`src/cmfuv_pkg.sv`:
```
package cmfuv_pkg;

	localparam int COMPONENT_BITS = 16;
	localparam int FRACTION_BITS  = 16;

	// face codes
	localparam logic [2:0] FACE_PLUS_Y  = 3'd0;
	localparam logic [2:0] FACE_MINUS_X = 3'd1;
	localparam logic [2:0] FACE_MINUS_Y = 3'd2;
	localparam logic [2:0] FACE_PLUS_X  = 3'd3;
	localparam logic [2:0] FACE_PLUS_Z  = 3'd4;
	localparam logic [2:0] FACE_MINUS_Z = 3'd5;

	// atlas column of a face, in quarters of the width
	function automatic logic [1:0] tile_col(input logic [2:0] face);
		logic [1:0] col;
		unique case (face)
			FACE_PLUS_X:  col = 2'd0;
			FACE_MINUS_X: col = 2'd2;
			FACE_PLUS_Y:  col = 2'd3;
			FACE_MINUS_Y: col = 2'd1;
			default:      col = 2'd2;
		endcase
		return col;
	endfunction

	// atlas row of a face, in thirds of the height
	function automatic logic [1:0] tile_row(input logic [2:0] face);
		logic [1:0] row;
		unique case (face)
			FACE_PLUS_Z:  row = 2'd0;
			FACE_MINUS_Z: row = 2'd2;
			default:      row = 2'd1;
		endcase
		return row;
	endfunction

endpackage

```
`src/cube_map_face_uv_top.sv`:
```
// channel   | handshake            | payload
// ----------+----------------------+-----------------------------------------
// request   | in_valid / in_ready  | dir_x, dir_y, dir_z (signed)
// result    | out_valid / out_ready| face, tex_u, tex_v (Q1.F), zero_vector
//
// one request per cycle sustained while out_ready stays high; the pipe holds
// three setup stages, FRACTION_BITS + 2 restoring divide stages and one
// rounding/output stage, the divide depth set by the one-quotient-bit-per-stage divider
// arst_n clears every valid bit; payload registers are not reset
// each stage holds while the stage after it is full and stalled, so a
// bubble anywhere lets a request in; out_ready low with a full pipe stops
// in_ready, and nothing is dropped or repeated
module cube_map_face_uv_top #(
	parameter int COMPONENT_BITS = cmfuv_pkg::COMPONENT_BITS,
	parameter int FRACTION_BITS  = cmfuv_pkg::FRACTION_BITS
) (
	input  logic                             clk,
	input  logic                             arst_n,
	input  logic                             in_valid,
	output logic                             in_ready,
	input  logic signed [COMPONENT_BITS-1:0] dir_x,
	input  logic signed [COMPONENT_BITS-1:0] dir_y,
	input  logic signed [COMPONENT_BITS-1:0] dir_z,
	output logic                             out_valid,
	input  logic                             out_ready,
	output logic [2:0]                       face,
	output logic [FRACTION_BITS:0]           tex_u,
	output logic [FRACTION_BITS:0]           tex_v,
	output logic                             zero_vector
);

	localparam int CB = COMPONENT_BITS;
	// remainder / numerator / divisor width: up to 8 * 2^(CB-1), and 2r < 2d
	localparam int RW = CB + 3;
	// quotient bits: floor(n * 2^(F+1) / d) with n <= d
	localparam int QW = FRACTION_BITS + 2;

	// ---------------- stage enables (ready chain, back to front) ----------------
	logic          vld_s1, vld_s2, vld_s3, vld_sf;
	logic [QW-1:0] vld_sd;
	logic          en_s1, en_s2, en_s3, en_sf;
	logic [QW-1:0] en_sd;

	assign en_sf = !vld_sf || out_ready;

	always_comb begin
		en_sd[QW-1] = !vld_sd[QW-1] || en_sf;
		for (int k = QW - 2; k >= 0; k--) begin
			en_sd[k] = !vld_sd[k] || en_sd[k+1];
		end
	end

	assign en_s3    = !vld_s3 || en_sd[0];
	assign en_s2    = !vld_s2 || en_s3;
	assign en_s1    = !vld_s1 || en_s2;
	assign in_ready = en_s1;

	// ---------------- stage 1: magnitudes, major axis, face ----------------
	logic [CB-1:0]        ax, ay, az;
	logic                 x_gt_y, x_gt_z, y_gt_z, all_zero;
	logic [2:0]           face_c;
	logic [CB-1:0]        m_c;
	logic signed [CB-1:0] a_c, b_c;

	assign ax = dir_x[CB-1] ? CB'(~dir_x + 1'b1) : dir_x;
	assign ay = dir_y[CB-1] ? CB'(~dir_y + 1'b1) : dir_y;
	assign az = dir_z[CB-1] ? CB'(~dir_z + 1'b1) : dir_z;

	assign x_gt_y   = ax > ay;
	assign x_gt_z   = ax > az;
	assign y_gt_z   = ay > az;
	assign all_zero = ~|{dir_x, dir_y, dir_z};

	always_comb begin
		priority if (x_gt_y && x_gt_z) begin
			face_c = dir_x[CB-1] ? cmfuv_pkg::FACE_MINUS_X : cmfuv_pkg::FACE_PLUS_X;
			m_c    = ax;
			a_c    = dir_y;
			b_c    = dir_z;
		end else if (!x_gt_y && y_gt_z) begin
			face_c = dir_y[CB-1] ? cmfuv_pkg::FACE_MINUS_Y : cmfuv_pkg::FACE_PLUS_Y;
			m_c    = ay;
			a_c    = dir_x;
			b_c    = dir_z;
		end else begin
			// ties with z fall to z, an x/y tie to y; zero vector uses a unit major so u, v land mid tile
			face_c = dir_z[CB-1] ? cmfuv_pkg::FACE_MINUS_Z : cmfuv_pkg::FACE_PLUS_Z;
			m_c    = all_zero ? CB'(1) : az;
			a_c    = dir_x;
			b_c    = dir_y;
		end
	end

	logic [2:0]           face_s1;
	logic [CB-1:0]        m_s1;
	logic signed [CB-1:0] a_s1, b_s1;
	logic                 zero_s1;

	always_ff @(posedge clk) begin
		if (en_s1) begin
			face_s1 <= face_c;
			m_s1    <= m_c;
			a_s1    <= a_c;
			b_s1    <= b_c;
			zero_s1 <= all_zero;
		end
	end

	// ---------------- stage 2: a + M, b + M, 2M, 6M ----------------
	logic [2:0]    face_s2;
	logic [RW-1:0] apm_s2, bpm_s2, m2_s2, m6_s2;
	logic          zero_s2;

	always_ff @(posedge clk) begin
		if (en_s2) begin
			face_s2 <= face_s1;
			zero_s2 <= zero_s1;
			apm_s2  <= {{(RW-CB){a_s1[CB-1]}}, a_s1} + RW'(m_s1);
			bpm_s2  <= {{(RW-CB){b_s1[CB-1]}}, b_s1} + RW'(m_s1);
			m2_s2   <= RW'({m_s1, 1'b0});
			m6_s2   <= RW'({m_s1, 2'b00}) + RW'({m_s1, 1'b0});
		end
	end

	// ---------------- stage 3: numerators and divisors ----------------
	// u = (a + M + 2kM) / 8M,  v = (b + M + 2jM) / 6M
	logic [1:0]    col_c, row_c;
	logic [RW-1:0] off_u, off_v;

	assign col_c = cmfuv_pkg::tile_col(face_s2);
	assign row_c = cmfuv_pkg::tile_row(face_s2);

	always_comb begin
		unique case (col_c)
			2'd0:    off_u = '0;
			2'd1:    off_u = m2_s2;
			2'd2:    off_u = {m2_s2[RW-2:0], 1'b0};
			default: off_u = m6_s2;
		endcase
		unique case (row_c)
			2'd0:    off_v = '0;
			2'd1:    off_v = m2_s2;
			default: off_v = {m2_s2[RW-2:0], 1'b0};
		endcase
	end

	logic [2:0]    face_s3;
	logic [RW-1:0] nu_s3, nv_s3, du_s3, dv_s3;
	logic          zero_s3;

	always_ff @(posedge clk) begin
		if (en_s3) begin
			face_s3 <= face_s2;
			zero_s3 <= zero_s2;
			nu_s3   <= apm_s2 + off_u;
			nv_s3   <= bpm_s2 + off_v;
			du_s3   <= {m2_s2[RW-3:0], 2'b00};
			dv_s3   <= m6_s2;
		end
	end

	// ---------------- divider stages: one quotient bit each ----------------
	// first stage decides the integer bit (n >= d), the rest shift and subtract
	logic [2:0]    face_sd [QW];
	logic          zero_sd [QW];
	logic [RW-1:0] ru_sd   [QW];
	logic [RW-1:0] rv_sd   [QW];
	logic [RW-1:0] du_sd   [QW];
	logic [RW-1:0] dv_sd   [QW];
	logic [QW-1:0] qu_sd   [QW];
	logic [QW-1:0] qv_sd   [QW];

	for (genvar k = 0; k < QW; k++) begin : g_div
		logic [2:0]    face_in;
		logic          zero_in;
		logic [RW-1:0] tu, tv, du_in, dv_in;
		logic [QW-1:0] qu_in, qv_in;
		logic          ge_u, ge_v;

		if (k == 0) begin : g_first
			assign face_in = face_s3;
			assign zero_in = zero_s3;
			assign tu      = nu_s3;
			assign tv      = nv_s3;
			assign du_in   = du_s3;
			assign dv_in   = dv_s3;
			assign qu_in   = '0;
			assign qv_in   = '0;
		end else begin : g_next
			assign face_in = face_sd[k-1];
			assign zero_in = zero_sd[k-1];
			assign tu      = {ru_sd[k-1][RW-2:0], 1'b0};
			assign tv      = {rv_sd[k-1][RW-2:0], 1'b0};
			assign du_in   = du_sd[k-1];
			assign dv_in   = dv_sd[k-1];
			assign qu_in   = qu_sd[k-1];
			assign qv_in   = qv_sd[k-1];
		end

		assign ge_u = tu >= du_in;
		assign ge_v = tv >= dv_in;

		always_ff @(posedge clk) begin
			if (en_sd[k]) begin
				face_sd[k] <= face_in;
				zero_sd[k] <= zero_in;
				du_sd[k]   <= du_in;
				dv_sd[k]   <= dv_in;
				ru_sd[k]   <= ge_u ? (tu - du_in) : tu;
				rv_sd[k]   <= ge_v ? (tv - dv_in) : tv;
				qu_sd[k]   <= {qu_in[QW-2:0], ge_u};
				qv_sd[k]   <= {qv_in[QW-2:0], ge_v};
			end
		end
	end

	// ---------------- output stage: round half up ----------------
	// round(x) = floor((floor(2x) + 1) / 2)
	logic [QW-1:0]            qu_inc, qv_inc;
	logic [2:0]               face_sf;
	logic [FRACTION_BITS:0]   tex_u_sf, tex_v_sf;
	logic                     zero_sf;

	assign qu_inc = qu_sd[QW-1] + QW'(1);
	assign qv_inc = qv_sd[QW-1] + QW'(1);

	always_ff @(posedge clk) begin
		if (en_sf) begin
			face_sf  <= face_sd[QW-1];
			zero_sf  <= zero_sd[QW-1];
			tex_u_sf <= qu_inc[QW-1:1];
			tex_v_sf <= qv_inc[QW-1:1];
		end
	end

	// ---------------- valid bits ----------------
	always_ff @(posedge clk or negedge arst_n) begin
		if (!arst_n) begin
			vld_s1 <= 1'b0;
			vld_s2 <= 1'b0;
			vld_s3 <= 1'b0;
			vld_sd <= '0;
			vld_sf <= 1'b0;
		end else begin
			if (en_s1) vld_s1 <= in_valid;
			if (en_s2) vld_s2 <= vld_s1;
			if (en_s3) vld_s3 <= vld_s2;
			if (en_sd[0]) vld_sd[0] <= vld_s3;
			for (int k = 1; k < QW; k++) begin
				if (en_sd[k]) vld_sd[k] <= vld_sd[k-1];
			end
			if (en_sf) vld_sf <= vld_sd[QW-1];
		end
	end

	assign out_valid   = vld_sf;
	assign face        = face_sf;
	assign tex_u       = tex_u_sf;
	assign tex_v       = tex_v_sf;
	assign zero_vector = zero_sf;

`ifndef SYNTHESIS
	// a zero direction always lands on +z
	a_zero_face: assert property (@(posedge clk) disable iff (!arst_n)
		out_valid && zero_vector |-> face == cmfuv_pkg::FACE_PLUS_Z)
		else $error("zero vector result not on +z face");

	// face code is one of the six faces
	a_face_range: assert property (@(posedge clk) disable iff (!arst_n)
		out_valid |-> face <= cmfuv_pkg::FACE_MINUS_Z)
		else $error("face code out of range");

	// coordinates never exceed 1.0
	a_u_range: assert property (@(posedge clk) disable iff (!arst_n)
		out_valid |-> !(tex_u[FRACTION_BITS] && (|tex_u[FRACTION_BITS-1:0])))
		else $error("tex_u above 1.0");

	a_v_range: assert property (@(posedge clk) disable iff (!arst_n)
		out_valid |-> !(tex_v[FRACTION_BITS] && (|tex_v[FRACTION_BITS-1:0])))
		else $error("tex_v above 1.0");
`endif

endmodule
```
`config.mk`:
```
export PLATFORM = sky130hd
export DESIGN_NAME = cube_map_face_uv_top
export DESIGN_NICKNAME = d
export VERILOG_FILES = /design/src/cmfuv_pkg.sv /design/src/cube_map_face_uv_top.sv
export SDC_FILE = /design/constraint.sdc
export NUM_CORES = 2
export LEC_CHECK = 0
export BUFFER_PORTS_ARGS = -buffer_cell sky130_fd_sc_hd__buf_4
export CORE_MARGIN = 4
export CORE_UTILIZATION = 45
export CTS_CLUSTER_DIAMETER = 40
export DETAILED_ROUTE_END_ITERATION = 16
export GPL_TIMING_DRIVEN = 0
export HOLD_SLACK_MARGIN = 0.08
export PLACE_DENSITY = 0.66
export SETUP_SLACK_MARGIN = 0.05
export SLEW_MARGIN = 20
export SYNTH_ARGS = -nofsm -noshare
export SYNTH_HDL_FRONTEND = slang
export SYNTH_SLANG_ARGS = --single-unit
```
`constraint.sdc`:
```
create_clock -name clk -period 21 [get_ports clk]
set_input_delay 0 -clock clk [delete_from_list [all_inputs] [get_ports clk]]
set_output_delay 0 -clock clk [all_outputs]
set_load 0.005 [all_outputs]
```
==> impl_results.md <==
* Vertical die dimension at ~470 um
* Number of hold-slack violations in the final timing report at 0
* Routed length on met2 at 103 mm
* Syn_nets at about 8600
* Critical Path Max Stage Delay at 660 ps
* Peak clock frequency supported by timing at ~160 MHz
* Number of synthesized register bits at about 1800
* TritonCTS clock tree: built
* Number of input and output port buffers inserted at just under 90
* Multi-input gate area in the final layout at around 38000 um^2
* DRT antenna net count at 0
* Post-synthesis share of cell area spent on full adders, half adders and majority gates at 10.7%
* Area post-placement at 99900 um^2
* Average via count per standard cell at 5.38
* Global placer's final weighted congestion at 0.912
* Initial Utilization at between 40 and 50%
* Max Fanout on Critical Path at 34
* Dominant synthesized flop cell: edfxtp_1
* Remaining max-slew budget at the tightest pin at 13.2%
* Type of the most critical hold path: input port to flop
* Setup Skew at 72.0 ps
* Critical path class: flop to output pin
* Area fraction in compound gates after synthesis at a little over a tenth
* Slew Viols, Final at 0
* Worst path cell trace: nand2b_2 > buf_16 > nor2_1 > inv_2 > nor3_2 > and4_1 > and3_1 > and2_1 > inv_4 > nor2_1 > nand3_4 > buf_12 > buf_4
* Area of the placeable core at 210000 um^2
* Average routed wire per standard cell at 18.1 um
* Critical Path Start Type: flop
* Place WS at 15400 ps
* Clock transition at the register clock pins on the worst setup and hold paths after CTS at 50 ps
* Highest-count cells in the layout ignoring fill and taps: edfxtp_1 (1764), inv_1 (815), ha_1 (748), nand2_1 (474), nor2_1 (421)
* Largest buffer count on any clock path at 4
* Insertion delay of the later-clocked pin in the worst-skew pair at between 900 and 1000 ps
* Part of the Yosys area used for sequential elements at 56.3%
* I/O pin count at 92
* Final net count at 9096
* Maximum number of pins on one net before global-route repair at 66
* Critical Path Most Common Cell: nor2_1
* Final worst hold slack at 190 ps
* Highest metal layer used by the detailed router: met4
* # Max-Cap Violations at 0
* First drt pass iteration count at 8
* Post-synthesis simple-gate area fraction at a little over 9%
* GR Util All Layers at 18.5%
* Critical Path Slowest Stage Cell: nor3_2
* Number of standard cells after synthesis at 7736
* Reg area at 53500 um^2
* Arrival time at the worst endpoint at approximately 6000 ps
* Most common cell after layout, fill and taps aside: edfxtp_1
* Final period util at 29.3%
* Grt total ovfl at 0
* Yosys cell types at 78
* Count of routing violations after the opening detailed-route iteration at 3953
* Post-synth design cell area at 95100 um^2
* Remaining routing DRC violations at 0
* Mux cell area share after synthesis at between 4 and 5%
* Half-perimeter wire length after placement at 156 mm
* WP data required at 21000 ps
* Number of buffers created by CTS at a little under 300
* Routed via count at around 61000
* Design Area, Final at 111000 um^2
* Fin crit period at 6150 ps
* Number of rows created at floorplan at approximately 170
* Kind of capture point of the worst setup path: output pin
* Total length of routed wires at 204 mm
* Area growth, synth to finish at 16.5%
* Die width at 468 um
* Share of flip-flops with an asynchronous set or reset after synthesis at 1.23%
* Full die area at 219000 um^2
* Routed length on met3 at 8.67 mm
* Clock root cell: clkbuf_16
* RSZ-0062 raised after global routing: no
* Vias in the first global route at ~60000
* Main combinational cell family by area after synthesis: compound AO/OA/AOI/OAI gates
* Number of filler instances in the final layout at 17468
* Sum of negative setup slack at 0 ps
* Count of H-tree levels built during CTS at 5
* Result of the run: finished clean
* # clock sinks at roughly 1800
* Total of warnings raised by yosys at 0
* Wire length of the first global-routing pass at roughly 330 mm
* Final setup fails at 0
* Number of enable flip-flop cells after synthesis at about 1800
* Least-Margin Pin Slew at 1290 ps
* Setup slack after layout at 14850 ps
* Average footprint of a synthesized cell at around 12 um^2
* Post-CTS Setup Inserts at 0
* Proportion of layout cells with a drive suffix above 1 at 12.3%
* Synth Area in XOR/XNOR at between 4 and 5%
* Antenna violations before repair at 2
* Routed length on met1 at 84.5 mm
-- synth_stat cells (29+ instances only) --
library cell / n / area [um^2]
edfxtp_1: 1764 / 53000
inv_1: 824 / 3090
ha_1: 748 / 9360
nand2_1: 481 / 1810
nor2_1: 421 / 1580
a21oi_1: 403 / 2020
o21ai_0: 395 / 1980
xnor2_1: 363 / 3180
mux2_2: 287 / 3230
nor3_1: 188 / 941
xor2_1: 141 / 1230
nor2b_1: 125 / 782
a21o_1: 124 / 931
o21a_1: 101 / 758
nand2b_1: 100 / 626
nand4_1: 99 / 619
nand3_1: 89 / 445
a31oi_1: 68 / 425
mux2i_1: 67 / 671
o31ai_1: 67 / 503
clkbuf_1: 63 / 236
a211oi_1: 55 / 413
or2_2: 55 / 344
mux2_1: 49 / 552
and3_1: 45 / 282
fa_1: 39 / 781
nor4_1: 35 / 219
o211ai_1: 34 / 255
a21boi_0: 33 / 248
and2_1: 33 / 206
or3_1: 33 / 206
a211o_1: 29 / 254
-- through the flow --
step	std cells	utilization, %
6_report	11280	52.8
5_1_grt	11279	52.8
4_1_cts	11277	52.8
3_5_place_dp	10652	47.6
3_3_place_gp	10630	47.3
2_1_floorplan	7736	-
-- repair_timing --
action                    4_1_cts  5_1_grt
hold buffers                  118        0
hold endpoints to repair      112        0
gates resized for setup         0        0
-- flip-flops by register name, indices dropped and copies added, names as in the netlist, 17 cells and up --
name      count
ru_sd       261
qv_sd       171
rv_sd       290
face_sd      54
dv_s3        17
apm_s2       18
g_div.tu     19
bpm_s2       18
dv_sd       289
zero_sd      18
tex_v        17
m6_s2        17
du_sd       272
tex_u        17
qu_sd       171
vld_sd       18
g_div.tv     19
-- per-layer routing --
metal | track usage, % | vias to the layer above
li1 | - | 29715
met2 | 33.2 | 1435
met1 | 22.2 | 29068
met4 | 7.65 | 0
met5 | 0 | -
met3 | 2.66 | 510
-- critical path, delay by kind of cell, from the launching register on --
| family | cells | cell delay (ps) |
|---|---|---|
| and+or+nand+nor | 8 | 3530 |
| buffers and inverters | 5 | 1270 |
| DFF | 1 | 400 |
-- kinds of logic after synthesis --
| family | count (synthesis) |
|---|---|
| multiplexers | 403 |
| XOR/XNOR | 504 |
| AND/OR/NAND/NOR | 1774 |
| buffers and inverters | 921 |
| AO/OA/AOI/OAI | 1561 |
| flip-flops | 1786 |
| adder cells (fa/ha/maj) | 787 |
-- worst paths after layout --
kind / from / end / slack, ps / cells past startpoint
min: dir_y[15] / face_s1[1] / 190 / 4
min in group asynchronous: arst_n / vld_sd[2] / 700 / 5
max reg2reg: out_valid / bpm_s2[17] / 15540 / 12
min reg2reg: qv_sd[5][0] / qv_sd[6][1] / 370 / 0
max in group asynchronous: arst_n / vld_sd[16] / 20080 / 5
max: out_valid / in_ready / 14850 / 13
-- cell type report --
class                      count  area share [%]
sequential                  1786            48.3
multi-input combinational   5029            34.4
inverter                     824            2.81
tap                         2805            3.17
timing repair buffer         229            2.19
antenna                        3         0.00678
buffer                        97           0.419
clock buffer                 320            6.79
clock inverter               187            1.86
Power is not shown: default switching activity piles up to over one toggle a cycle in this logic, so the estimate is an artifact.
